[src/rtl/msdf_pkg.sv]
// ============================================================================
// msdf_pkg
// Shared types and constants of the stepped dimmer fade core.
// ============================================================================
package msdf_pkg;

    // Item opcodes
    localparam logic OP_SET  = 1'b0;
    localparam logic OP_TICK = 1'b1;

    // Register indexes (byte address = 4 * index)
    localparam logic [1:0] REG_MAX_STEP       = 2'd0;
    localparam logic [1:0] REG_MAX_BRIGHTNESS = 2'd1;
    localparam logic [1:0] REG_STEP_SIZE      = 2'd2;
    localparam logic [1:0] REG_SMOOTH_MASK    = 2'd3;

    localparam int PADDR_W = 4;
    localparam int PDATA_W = 32;

    // A tick reports at most this many channels
    localparam int MAX_RESULTS = 8;
    localparam int NRES_W      = $clog2(MAX_RESULTS + 1);

    typedef struct packed {
        logic [7:0]  max_step;
        logic [15:0] max_brightness;
        logic [15:0] step_size;
        logic [7:0]  smooth_mask;
    } t_cfg;

    typedef struct packed {
        logic        enabled;
        logic [7:0]  step;
        logic [15:0] current;
        logic [15:0] target;
    } t_entry;

    localparam t_entry ENTRY_RESET = '{enabled: 1'b0, step: 8'd1,
                                       current: 16'd0, target: 16'd0};

    typedef struct packed {
        logic [2:0]  channel;
        logic [15:0] level;
        logic        notify;
        logic        enabled;
        logic [7:0]  step;
    } t_result;

    typedef enum logic [1:0] {
        S_IDLE,
        S_READ,
        S_CALC,
        S_FLUSH
    } t_state;

endpackage

[src/rtl/msdf_ram.sv]
// ============================================================================
// msdf_ram
// Generic single-write, single-read RAM with a registered read port.
// ============================================================================
module msdf_ram #(
    parameter int WIDTH = 8,
    parameter int DEPTH = 8
) (
    input  logic                                 i_clk,
    input  logic                                 i_we,
    input  logic [(DEPTH > 1 ? $clog2(DEPTH) : 1)-1:0] i_waddr,
    input  logic [WIDTH-1:0]                     i_wdata,
    input  logic                                 i_re,
    input  logic [(DEPTH > 1 ? $clog2(DEPTH) : 1)-1:0] i_raddr,
    output logic [WIDTH-1:0]                     o_rdata
);

    logic [WIDTH-1:0] r_mem [DEPTH];
    logic [WIDTH-1:0] r_rdata;

    always_ff @(posedge i_clk) begin
        if (i_we) begin
            r_mem[i_waddr] <= i_wdata;
        end
        if (i_re) begin
            r_rdata <= r_mem[i_raddr];
        end
    end

    assign o_rdata = r_rdata;

endmodule

[src/rtl/msdf_regs.sv]
// ============================================================================
// msdf_regs
// APB configuration registers of the dimmer core.
// ============================================================================
module msdf_regs
    import msdf_pkg::*;
(
    input  logic               i_clk,
    input  logic               i_rst_n,
    input  logic               psel,
    input  logic               penable,
    input  logic               pwrite,
    input  logic [PADDR_W-1:0] paddr,
    input  logic [PDATA_W-1:0] pwdata,
    output logic [PDATA_W-1:0] prdata,
    output logic               pready,
    output t_cfg               o_cfg
);

    t_cfg       r_cfg;
    logic       w_wr;
    logic [1:0] w_idx;

    assign pready = 1'b1;
    assign w_wr   = psel & penable & pwrite;
    assign w_idx  = paddr[PADDR_W-1:2];

    always_ff @(posedge i_clk) begin
        if (!i_rst_n) begin
            r_cfg.max_step       <= 8'd255;
            r_cfg.max_brightness <= 16'd65535;
            r_cfg.step_size      <= 16'd257;
            r_cfg.smooth_mask    <= 8'd0;
        end else if (w_wr) begin
            case (w_idx)
                REG_MAX_STEP:       r_cfg.max_step       <= pwdata[7:0];
                REG_MAX_BRIGHTNESS: r_cfg.max_brightness <= pwdata[15:0];
                REG_STEP_SIZE:      r_cfg.step_size      <= pwdata[15:0];
                REG_SMOOTH_MASK:    r_cfg.smooth_mask    <= pwdata[7:0];
                default: ;
            endcase
        end
    end

    always_comb begin
        case (w_idx)
            REG_MAX_STEP:       prdata = {24'd0, r_cfg.max_step};
            REG_MAX_BRIGHTNESS: prdata = {16'd0, r_cfg.max_brightness};
            REG_STEP_SIZE:      prdata = {16'd0, r_cfg.step_size};
            REG_SMOOTH_MASK:    prdata = {24'd0, r_cfg.smooth_mask};
            default:            prdata = '0;
        endcase
    end

    assign o_cfg = r_cfg;

endmodule

[src/rtl/msdf_level.sv]
// ============================================================================
// msdf_level
// Step clamp and target level lookup, registered after the multiply.
// ============================================================================
module msdf_level
    import msdf_pkg::*;
(
    input  logic        i_clk,
    input  logic [7:0]  i_step,
    input  t_cfg        i_cfg,
    output logic [7:0]  o_step_clamped,
    output logic [15:0] o_level
);

    logic [7:0]  w_sc;
    logic [23:0] w_prod;
    logic [15:0] w_level;
    logic [7:0]  r_sc;
    logic [15:0] r_level;

    assign w_sc   = (i_step > i_cfg.max_step) ? i_cfg.max_step : i_step;
    assign w_prod = 24'(i_cfg.step_size) * 24'(w_sc);

    always_comb begin
        if (w_sc == 8'd0) begin
            w_level = 16'd0;
        end else if (w_sc >= i_cfg.max_step) begin
            w_level = i_cfg.max_brightness;
        end else if (w_prod[23:16] != 8'd0) begin
            w_level = 16'hFFFF;   // saturate
        end else begin
            w_level = w_prod[15:0];
        end
    end

    always_ff @(posedge i_clk) begin
        r_sc    <= w_sc;
        r_level <= w_level;
    end

    assign o_step_clamped = r_sc;
    assign o_level        = r_level;

endmodule

[src/rtl/multichannel_stepped_dimmer_fade_core.sv]
// ============================================================================
// multichannel_stepped_dimmer_fade_core
// Per-channel stepped dimmer with a one-count-per-tick linear fade.
// ============================================================================
//
//  Channel  Direction  Handshake                 Beat
//  -------  ---------  ------------------------  ---------------------------------
//  in       sink       i_in_valid / o_in_ready   op, channel, step_level
//  out      source     o_out_valid / i_out_ready channel, drive level, flags, last
//  apb      slave      psel/penable, pready      one 32-bit register write or read
//
//  A set beat passes through accept, RAM read, modify and write back, and flush
//  of the result. A tick beat walks all channels, a read and then a modify/write
//  for each channel, between accept and flush.
//  Reset clears control state only; the channel RAM is not swept. A per-entry
//  valid flop makes a never-written channel read as its reset value.
//  The walk stalls only when a second result is ready while both the hold
//  stage and the output register are full.
// ============================================================================
module multichannel_stepped_dimmer_fade_core
    import msdf_pkg::*;
#(
    parameter int CHANNELS = 8
) (
    input  logic               i_clk,
    input  logic               i_rst_n,
    // item channel
    input  logic               i_in_valid,
    output logic               o_in_ready,
    input  logic               i_op,
    input  logic [2:0]         i_channel,
    input  logic [7:0]         i_step_level,
    // result channel
    output logic               o_out_valid,
    input  logic               i_out_ready,
    output logic [2:0]         o_out_channel,
    output logic [15:0]        o_drive_level,
    output logic               o_notify,
    output logic               o_channel_enabled,
    output logic [7:0]         o_channel_step,
    output logic               o_last,
    // configuration
    input  logic               psel,
    input  logic               penable,
    input  logic               pwrite,
    input  logic [PADDR_W-1:0] paddr,
    input  logic [PDATA_W-1:0] pwdata,
    output logic [PDATA_W-1:0] prdata,
    output logic               pready
);

    localparam int CH_W    = (CHANNELS > 1) ? $clog2(CHANNELS) : 1;
    localparam int ENTRY_W = $bits(t_entry);

    // ------------------------------------------------------------------
    // Registers
    // ------------------------------------------------------------------
    t_state              r_state, n_state;
    logic                r_op;
    logic [2:0]          r_ch;
    logic [7:0]          r_step;
    logic [CH_W-1:0]     r_idx;
    logic [NRES_W-1:0]   r_nres;
    logic [CHANNELS-1:0] r_init;      // entry has been written since reset
    logic                r_rd_init;   // valid flag of the entry being read
    logic                r_hold_valid;
    t_result             r_hold;
    logic                r_out_valid;
    t_result             r_out;
    logic                r_out_last;

    // ------------------------------------------------------------------
    // Submodules
    // ------------------------------------------------------------------
    t_cfg                w_cfg;
    logic [7:0]          w_step_clamped;
    logic [15:0]         w_level;
    logic [ENTRY_W-1:0]  w_rdata;
    logic                w_ram_re;
    logic                w_ram_we;
    t_entry              w_ram_wdata;
    logic [CH_W-1:0]     w_ram_addr;

    msdf_regs u_regs (
        .i_clk   (i_clk),
        .i_rst_n (i_rst_n),
        .psel    (psel),
        .penable (penable),
        .pwrite  (pwrite),
        .paddr   (paddr),
        .pwdata  (pwdata),
        .prdata  (prdata),
        .pready  (pready),
        .o_cfg   (w_cfg)
    );

    // Target level is registered from the captured step and is ready in the CALC state.
    msdf_level u_level (
        .i_clk          (i_clk),
        .i_step         (r_step),
        .i_cfg          (w_cfg),
        .o_step_clamped (w_step_clamped),
        .o_level        (w_level)
    );

    msdf_ram #(
        .WIDTH (ENTRY_W),
        .DEPTH (CHANNELS)
    ) u_ram (
        .i_clk   (i_clk),
        .i_we    (w_ram_we),
        .i_waddr (w_ram_addr),
        .i_wdata (w_ram_wdata),
        .i_re    (w_ram_re),
        .i_raddr (w_ram_addr),
        .o_rdata (w_rdata)
    );

    assign w_ram_addr = r_idx;

    // ------------------------------------------------------------------
    // Datapath of the modify step
    // ------------------------------------------------------------------
    logic    w_in_acc;
    logic    w_in_drop;
    logic    w_out_free;
    logic    w_smooth;
    logic    w_moving;
    logic    w_blocked;
    logic    w_last_idx;
    t_entry  w_cur;
    t_entry  w_set_entry;
    t_entry  w_tick_entry;

    assign o_in_ready = (r_state == S_IDLE);
    assign w_in_acc   = i_in_valid & o_in_ready;
    // A set beat for a channel that does not exist is dropped
    assign w_in_drop  = (i_op == OP_SET) && (int'(i_channel) >= CHANNELS);
    assign w_out_free = !r_out_valid || i_out_ready;
    assign w_smooth   = w_cfg.smooth_mask[r_ch];
    assign w_last_idx = (r_idx == CH_W'(CHANNELS - 1));

    assign w_cur = r_rd_init ? t_entry'(w_rdata) : ENTRY_RESET;

    always_comb begin
        w_set_entry = w_cur;
        if (r_step == 8'd0) begin
            // off: keep the last active step
            w_set_entry.enabled = 1'b0;
            w_set_entry.target  = 16'd0;
        end else begin
            w_set_entry.enabled = 1'b1;
            w_set_entry.step    = w_step_clamped;
            w_set_entry.target  = w_level;
        end
        if (!w_smooth) begin
            w_set_entry.current = w_set_entry.target;
        end
    end

    always_comb begin
        w_tick_entry = w_cur;
        if (w_cur.current < w_cur.target) begin
            w_tick_entry.current = w_cur.current + 16'd1;
        end else begin
            w_tick_entry.current = w_cur.current - 16'd1;
        end
    end

    assign w_moving  = (w_cur.current != w_cur.target) &&
                       (r_nres != NRES_W'(MAX_RESULTS));
    // A new result needs the hold stage; hold can drain only into a free output
    assign w_blocked = w_moving && r_hold_valid && !w_out_free;

    // ------------------------------------------------------------------
    // Next state
    // ------------------------------------------------------------------
    always_comb begin
        n_state = r_state;
        case (r_state)
            S_IDLE: begin
                if (w_in_acc && !w_in_drop) begin
                    n_state = S_READ;
                end
            end
            S_READ: begin
                n_state = S_CALC;
            end
            S_CALC: begin
                if (r_op == OP_SET) begin
                    n_state = S_FLUSH;
                end else if (!w_blocked) begin
                    n_state = w_last_idx ? S_FLUSH : S_READ;
                end
            end
            S_FLUSH: begin
                if (!r_hold_valid || w_out_free) begin
                    n_state = S_IDLE;
                end
            end
            default: n_state = S_IDLE;
        endcase
    end

    // ------------------------------------------------------------------
    // State outputs
    // ------------------------------------------------------------------
    logic    w_push;
    logic    w_push_last;
    logic    w_hold_load;
    t_result w_hold_data;
    logic    w_advance;
    logic    w_count;

    always_comb begin
        w_ram_re    = 1'b0;
        w_ram_we    = 1'b0;
        w_ram_wdata = w_set_entry;
        w_push      = 1'b0;
        w_push_last = 1'b0;
        w_hold_load = 1'b0;
        w_hold_data = '{channel: 3'(r_idx), level: w_set_entry.current,
                        notify: 1'b1, enabled: w_set_entry.enabled,
                        step: w_set_entry.step};
        w_advance   = 1'b0;
        w_count     = 1'b0;
        case (r_state)
            S_READ: begin
                w_ram_re = 1'b1;
            end
            S_CALC: begin
                if (r_op == OP_SET) begin
                    w_ram_we    = 1'b1;
                    w_hold_load = !w_smooth;
                end else begin
                    w_ram_wdata = w_tick_entry;
                    w_hold_data = '{channel: 3'(r_idx),
                                    level: w_tick_entry.current,
                                    notify: (w_tick_entry.current == w_tick_entry.target),
                                    enabled: w_tick_entry.enabled,
                                    step: w_tick_entry.step};
                    if (w_moving && !w_blocked) begin
                        w_ram_we    = 1'b1;
                        w_hold_load = 1'b1;
                        w_push      = r_hold_valid;   // drain previous result
                        w_count     = 1'b1;
                    end
                    w_advance = !w_blocked && !w_last_idx;
                end
            end
            S_FLUSH: begin
                // final result of the item goes out with last set
                w_push      = r_hold_valid && w_out_free;
                w_push_last = 1'b1;
            end
            default: ;
        endcase
    end

    // ------------------------------------------------------------------
    // Sequential
    // ------------------------------------------------------------------
    always_ff @(posedge i_clk) begin
        if (!i_rst_n) begin
            r_state      <= S_IDLE;
            r_idx        <= '0;
            r_nres       <= '0;
            r_init       <= '0;
            r_rd_init    <= 1'b0;
            r_hold_valid <= 1'b0;
            r_out_valid  <= 1'b0;
        end else begin
            r_state <= n_state;

            if (w_in_acc) begin
                r_idx  <= (i_op == OP_TICK) ? '0 : CH_W'(i_channel);
                r_nres <= '0;
            end else if (w_advance) begin
                r_idx <= r_idx + CH_W'(1);
            end

            if (w_count) begin
                r_nres <= r_nres + NRES_W'(1);
            end

            if (w_ram_re) begin
                r_rd_init <= r_init[r_idx];
            end

            if (w_ram_we) begin
                r_init[r_idx] <= 1'b1;
            end

            if (w_hold_load) begin
                r_hold_valid <= 1'b1;
            end else if (w_push) begin
                r_hold_valid <= 1'b0;
            end

            if (w_push) begin
                r_out_valid <= 1'b1;
            end else if (i_out_ready) begin
                r_out_valid <= 1'b0;
            end
        end
    end

    // Payload registers
    always_ff @(posedge i_clk) begin
        if (w_in_acc) begin
            r_op   <= i_op;
            r_ch   <= i_channel;
            r_step <= i_step_level;
        end
        if (w_hold_load) begin
            r_hold <= w_hold_data;
        end
        if (w_push) begin
            r_out      <= r_hold;
            r_out_last <= w_push_last;
        end
    end

    assign o_out_valid       = r_out_valid;
    assign o_out_channel     = r_out.channel;
    assign o_drive_level     = r_out.level;
    assign o_notify          = r_out.notify;
    assign o_channel_enabled = r_out.enabled;
    assign o_channel_step    = r_out.step;
    assign o_last            = r_out_last;

endmodule
[config.mk]
export PLATFORM = sky130hd
export DESIGN_NAME = multichannel_stepped_dimmer_fade_core
export DESIGN_NICKNAME = d
export VERILOG_FILES = /design/src/rtl/msdf_pkg.sv /design/src/rtl/msdf_ram.sv /design/src/rtl/msdf_regs.sv /design/src/rtl/msdf_level.sv /design/src/rtl/multichannel_stepped_dimmer_fade_core.sv
export SDC_FILE = /design/constraint.sdc
export NUM_CORES = 1
export LEC_CHECK = 0
export BUFFER_PORTS_ARGS = -buffer_cell sky130_fd_sc_hd__buf_4
export CAP_MARGIN = 30
export CORE_MARGIN = 2
export CORE_UTILIZATION = 34
export CTS_CLUSTER_DIAMETER = 200
export CTS_CLUSTER_SIZE = 12
export DETAILED_ROUTE_END_ITERATION = 8
export PLACE_DENSITY = 0.46
export SYNTH_ARGS = -nofsm -noshare
export SYNTH_HDL_FRONTEND = slang
export SYNTH_SLANG_ARGS = --single-unit
[constraint.sdc]
create_clock -name i_clk -period 7.34 [get_ports i_clk]
set_input_delay 0.367 -clock i_clk [delete_from_list [all_inputs] [get_ports i_clk]]
set_output_delay 0.367 -clock i_clk [all_outputs]
set_load 0.01 [all_outputs]
; ---- Word level (Yosys, flattened, before mapping)
; Memory sizes are Yosys's and may differ from the RTL's. A register that Yosys moved wholly into a read port is not among the register bits.
; Cells that the tools add are included.
[word_totals]
ff_bits = 163
ram_bits = 328
in_bits = 55
out_inout_bits = 65
wordCells = 137
mem_count = 1
[classes]
addsub = 4
mul = 1
magnitude_cmp = 6
n_eq_ne = 13
muxes = 51
bitwise_logic = 4
reduce_logical = 30
[memory_table]
columns = name, depth, word_bits, rd, rd_ports_with_merged_regs, wr, line_no
row1 = u_ram.r_mem, 8, 41, 1, 1, 1, msdf_ram.sv:18  ; logic [WIDTH-1:0] r_mem [DEPTH];
[ops]
columns = cell, count
row1 = 32-bit case mux with 4 select lines, 1
row2 = 41-bit two-way mux, 3
row3 = 16-bit two-way mux, 5
row4 = 26-bit two-way mux, 2
row5 = 16-bit by 8-bit multiplier with 24-bit output, 1
row6 = 1-bit two-way mux, 23
row7 = 16-bit by 1-bit adder with 16-bit output (second input constant), 1
row8 = 16-bit equality test, 1
row9 = 8-bit zero test, 2
row10 = 16-bit less-than comparator, 1
row11 = 8-bit two-way mux, 2
row12 = 16-bit != test, 1
row13 = 16-bit by 1-bit subtractor with 16-bit output (second input constant), 1
row14 = 2-bit two-way mux, 5
row15 = 2-bit AND reduction, 5
row16 = 3-bit two-way mux, 3
row17 = 2-bit equality test (second input constant), 4
row18 = 8-bit greater-or-equal comparator, 1
row19 = 8-bit greater-than comparator, 1
row20 = 3-bit by 4-bit less-than comparator with 1-bit output (second input constant), 2
row21 = 4-bit two-way mux, 2
row22 = 8-bit bitwise OR, 1
row23 = 2-bit case mux with 4 select lines, 1
row24 = 2-bit nonzero test, 4
row25 = 19 further kinds, 36

; ---- Logic depth before layout (Yosys ltp)
[logic_depth]
depth_word = 12
ltp_mapped = 31

; ---- Cells and area by module
; From an unflattened synthesis, not the netlist that was laid out.
[hier_totals]
cells_unflattened = 1926
hier_area_um2 = 27173.6
[modules_own_cells]
columns = module, n_inst, cells_per_inst, area_each_um2
row1 = msdf_ram, 1, 528, 13903.3
row2 = msdf_level, 1, 605, 5457.7
row3 = multichannel_stepped_dimmer_fade_core, 1, 544, 5444.0
row4 = msdf_regs, 1, 249, 2368.5

; ---- Least setup slack after synthesis
; Ideal clock, no wire load.
[synth_path]
kind = register to register
from = register u_regs.r_cfg (netlist bit u_regs.o_cfg[41])
to = register u_level.r_level[5], in the netlist u_level.o_level[5]
arrival_time_ns = 6.574
setup_slack_ns = 0.648
path_stages_with_launch = 29
cell_sequence = dfxtp_1 > inv_1 > ha_1 > nor2b_1 > o21a_1 > o21ai_1 > a21oi_1 > o211ai_1 > a21oi_2 > mux2_2 > clkbuf_1 > and2_1 > fa_1 > fa_1 > fa_1 > inv_1 > fa_1 > inv_1 > ha_1 > a21oi_2 > o221ai_1 > a221o_1 > a21o_1 > a21oi_2 > xnor2_1 > nor4_4 > nand4_4 > buf_6 > o221a_1
[synth_between]
elab_chain_len = 6
[synth_lines]
columns = item, line_no
row1 = start: declaration, msdf_regs.sv:20  ; t_cfg r_cfg;
row2 = 8-bit greater-than comparator (*), msdf_level.sv:21  ; assign w_sc = (i_step > i_cfg.max_step) ? i_cfg.max_step : i_step;
row3 = 8-bit two-way mux (*), msdf_level.sv:21
row4 = net u_level.w_sc[5], msdf_level.sv:15  ; logic [7:0] w_sc;
row5 = 16-bit by 8-bit multiplier with 24-bit output, msdf_level.sv:22  ; assign w_prod = 24'(i_cfg.step_size) * 24'(w_sc);
row6 = 8-bit nonzero test, msdf_level.sv:29  ; end else if (w_prod[23:16] != 8'd0) begin
row7 = 16-bit two-way mux, msdf_level.sv:29
row8 = 16-bit two-way mux, msdf_level.sv:27  ; end else if (w_sc >= i_cfg.max_step) begin
row9 = end signal: assignment, msdf_level.sv:38  ; r_level <= w_level;
row10 = end: declaration, msdf_level.sv:19  ; logic [15:0] r_level;
; The timed path passes the listed nets; every way through them passes the cells marked *.
; A chain may end at the register's enable or synchronous reset.

; ---- Worst setup path in the final report
[layout_path]
from = register u_regs.r_cfg (netlist bit u_regs.o_cfg[41])
to = register u_level.r_level[12], in the netlist u_level.o_level[12]
[layout_between]
elab_chain_len = 6
[layout_lines]
columns = item, line_no
row1 = 8-bit greater-than comparator, msdf_level.sv:21
row2 = 8-bit two-way mux, msdf_level.sv:21
row3 = 16-bit by 8-bit multiplier with 24-bit output, msdf_level.sv:22
row4 = 8-bit nonzero test, msdf_level.sv:29
row5 = 16-bit two-way mux, msdf_level.sv:29
row6 = 16-bit two-way mux, msdf_level.sv:27
; Several ways; a longest one is shown, not always the timed one.

==> summary.md <==
| Metric | Value |
|---|---|
| CP delay by family, top | adder cells |
| Die Height | 278 µm |
| DRC Markers | 0 |
| CTS Buf Count | 50 |
| Worst R2R Start | u_regs.o_cfg[41] |
| CP Depth | 28 |
| Port Buffer Count | 84 |
| Slowest stage delay, CP | 500 ps |
| Post-Route Utilization | ~39% |
| Wire per inst | between 20 and 25 µm |
| Synth Flop Type | edfxtp_1 |
| Number of flops mapped to enable cells by yosys | 440 |
| Worst-Margin Slew | roughly 990 ps |
| Seq/Total Area, Yosys | between 50% and 60% |
| R2R setup slack | around 260 ps |
| Max VDD drop | roughly 170 µV |
| Fin Clk Skew | ~45 ps |
| First-pass GRT wire length | roughly 110,000 µm |
| Synthesized area | around 0.025 mm² |
| Max-slew violations | 0 |
| Initial Util | about a third |
| # setup viols final | 0 |
| # rows | 100 |
| Period minus WS final | roughly 7000 ps |
| Drt total wl | around 70,000 µm |
| Initial DRC count | between 1,000 and 1,500 |
| Tcrit/Tclk final | ~96% |
| Vias in the first global route | between 15,000 and 20,000 |
| GR Util All Layers | about 18% |
| Critical Path Start | u_regs.o_cfg[41] |
| Worst min path class | input pin to flop |
| Clock power share | between 30% and 40% |
| Drt first pass iters | 7 |
| Slowest-stage cell, CP | fa_1 |
| DP Worst Slack | -55.4 ps |
| Synth-to-layout area growth | 14.1% |
| CP endpoint kind | flop |
| Layout net count | about 2,300 |
| CP startpoint kind | flop |
| Post-Syn Instances | just under 2,000 |
| Final hold violations | 0 |
| Avg Vias per Cell | about 5.3 |
| Layout cell share with drive strength beyond 1 | between 10% and 20% |
| Net Sw Frac | between 20% and 30% |
| Final non-filler cell total | 3,050 |
| Diode count | 0 |
| Crit Reg-Reg Endpoint | u_level.o_level[12] |
| CP arrival | roughly 7600 ps |
| Top cell by count, worst path | fa_1 |
| CTS tree | built |
| Num Clock Sinks | 532 |
| Leak Pwr | between 10 and 15 nW |
| Outcome | completed |
| Power share of the sequential group | approximately 50% |
| Skew-Pair Late Insertion Delay | about 630 ps |
| Gpl congestion | 0.821 |
| Overflow after GRT | 0 |
| CP Class | flop to flop |
| Cell count after placement | 2,947 |
| CORE AREA | 0.0743 mm² |
| Max-cap violations | 0 |
| Pin count of the biggest net entering global routing | 55 |
| Io pins | between 100 and 150 |
| Combinational share of power | between 10% and 20% |
| Synth cell types | slightly above 70 |
| Net switching power | around 1.9 mW |
| Slack of the critical path | approximately 260 ps |
| #FFs+latches synth | 532 |
| Total die area | a little under 0.08 mm² |
| Clock buffer depth | 3 |
| Die width | 278 µm |
| Avg Synthesized Cell Area | roughly 13 µm² |
| Ys Warns | 0 |
| Int Pwr | 5.11 mW |
| Crit path max fanout | 14 |
| Clock root buffer master | clkbuf_16 |
| DP HPWL | between 40,000 and 50,000 µm |
| Initial antenna violation count | 1 |
| Antenna viol nets, final | 0 |
| End of the critical path | u_level.o_level[12] |
| Buffers and inverters on the worst path | 5 |
| Vias | roughly 16,000 |
| Post-synth ARST share | 0% |
| H-Tree Depth | 2 |
| Worst relative slew slack | around 34% |
| Critical Path RT | around 7800 ps |
| Worst r2r path cells | 28 |
| Power per cell area | 241 mW/mm² |
| Hold_ws | 45.0 ps |
| F_max | 0.141 GHz |
| Clock transition at path regs | 60 ps |
==> per-layer routing <==
metal,global-route usage (%),vias up,part of all wire (%)
li1,-,7445,-
met1,25.0,8260,46
met2,30.4,356,48
met3,1.90,102,4.0
met4,4.88,0,2.3
met5,0,-,0
==> worst reg2reg max path, delay by kind of cell, from the launching register on <==
kind                     cells  cell delay (ps)
AO/OA/AOI/OAI               12             2110
adder cells (fa/ha/maj)      6             2620
buffers and inverters        5              560
flip-flops                   1              390
multiplexers                 1              380
AND/OR/NAND/NOR              4              900
==> metrics by stage <==
| step | total power [mW] | cell area [µm²] | TNS [ps] |
|---|---|---|---|
| after global routing | 7.31 | 29100 | -10.2 |
| after global placement | 4.67 | 27200 | 0 |
| after floorplan | 4.30 | 25500 | 0 |
| after detailed placement | 4.69 | 27200 | -673 |
| after CTS | 7.07 | 28900 | 0 |
| final | 7.01 | 29100 | 0 |
==> cell type report <==
type / count / area (µm²)
fill: 7059 / 45300
sequential: 532 / 15100
multi-input combinational: 1217 / 9770
clock buffer: 64 / 1300
timing repair buffer: 150 / 1220
tap: 969 / 1210
inverter: 114 / 428
clock inverter: 4 / 85.1
==> repair_timing <==
item	in CTS	in global routing
pin swaps	0	8
gates cloned	0	1
endpoints found under the hold margin	32	0
gates resized for setup	1	20
setup buffers	0	7
hold buffers	27	0
setup endpoints to repair	16	16
==> power by group through the flow <==
stage / logic (mW) / registers, mW / clock network (mW)
floorplan: 0.713 / 3.59 / 0
finish: 1.07 / 3.57 / 2.37
global placement: 1.03 / 3.64 / 0
detailed placement: 1.05 / 3.64 / 0
global route: 1.19 / 3.58 / 2.53
CTS: 1.07 / 3.57 / 2.43
==> sequential cells by signal, indices dropped and copies added (netlist names), 2 cells and up <==
register and flops:
r_init 8, r_nres 4, o_channel_step 8, u_regs.o_cfg 48, o_out_channel 3, u_ram.r_mem 328, o_drive_level 16, u_level.o_step_clamped 8
r_idx 3, r_state 2, r_step 8, u_ram.o_rdata 41, r_ch 3, r_hold 29, u_level.o_level 16
==> cells in the final DEF, fill, tap and decap left out, types with 8 or more instances in the layout <==
cell	count
o221a_1	16
fa_1	85
buf_4	120
xnor2_1	24
inv_1	114
conb_1	17
a21oi_1	53
a22o_1	8
a31oi_1	15
o211ai_1	11
nand4_1	56
o21a_1	13
clkbuf_1	14
a22oi_1	165
ha_1	92
o21ai_0	33
edfxtp_1	440
a21boi_0	15
and2_1	92
a211oi_1	8
nand3_1	63
nor2b_1	55
a311oi_1	15
dfxtp_1	92
mux2i_1	15
nand2_1	171
clkbuf_16	50
dlygate4sd3_1	27
a21o_1	20
nor2_1	34
xor2_1	18
mux4_2	10
==> Yosys cell counts, drive strengths merged (8+ instances only) <==
cell    count  share of area, %
edfxtp    440                52
nand2     172               2.5
a22oi     165               4.9
inv       114               1.7
ha         94               4.6
and2       93               2.3
dfxtp      92               7.2
clkbuf     87               1.3
fa         85               6.7
nand3      63               1.2
a21oi      58               1.2
nand4      57               1.5
nor2b      56               1.4
o21ai      39              0.77
nor2       37              0.54
buf        29              0.71
xnor2      25              0.86
a21o       20              0.59
xor2       19              0.65
a31oi      17              0.42
o221a      17              0.75
mux2i      16              0.63
a21boi     15              0.44
a311oi     15              0.52
and3       14              0.34
o21a       13              0.38
o211ai     11              0.32
a211oi     10              0.33
mux4       10              0.88
a22o        8              0.27
==> cell families (layout without fill, tap and decap cells) <==
family,count (synthesis),after routing,synth area share [%]
buf+inv,230,332,3.67
compound gates,409,409,11.6
xor+xnor,44,44,1.51
other cells,2,17,0.0295
mux,32,32,1.78
flops,532,532,59.1
fa+ha+maj,179,179,11.3
simple gates,535,536,11.0
==> worst min-delay path by stage <==
stage	start	to	slack, ps	cells after the start
after floorplan	r_hold[8]	o_channel_enabled	400	0
after global placement	r_hold[11]	o_drive_level[1]	400	0
after detailed placement	r_hold[21]	o_drive_level[11]	400	0
after CTS	pwdata[7]	u_regs.o_cfg[47]	7	3
after global routing	pwdata[7]	u_regs.o_cfg[31]	50	3
final	pwdata[7]	u_regs.o_cfg[47]	50	3
Power figures use the tool's default switching activity.
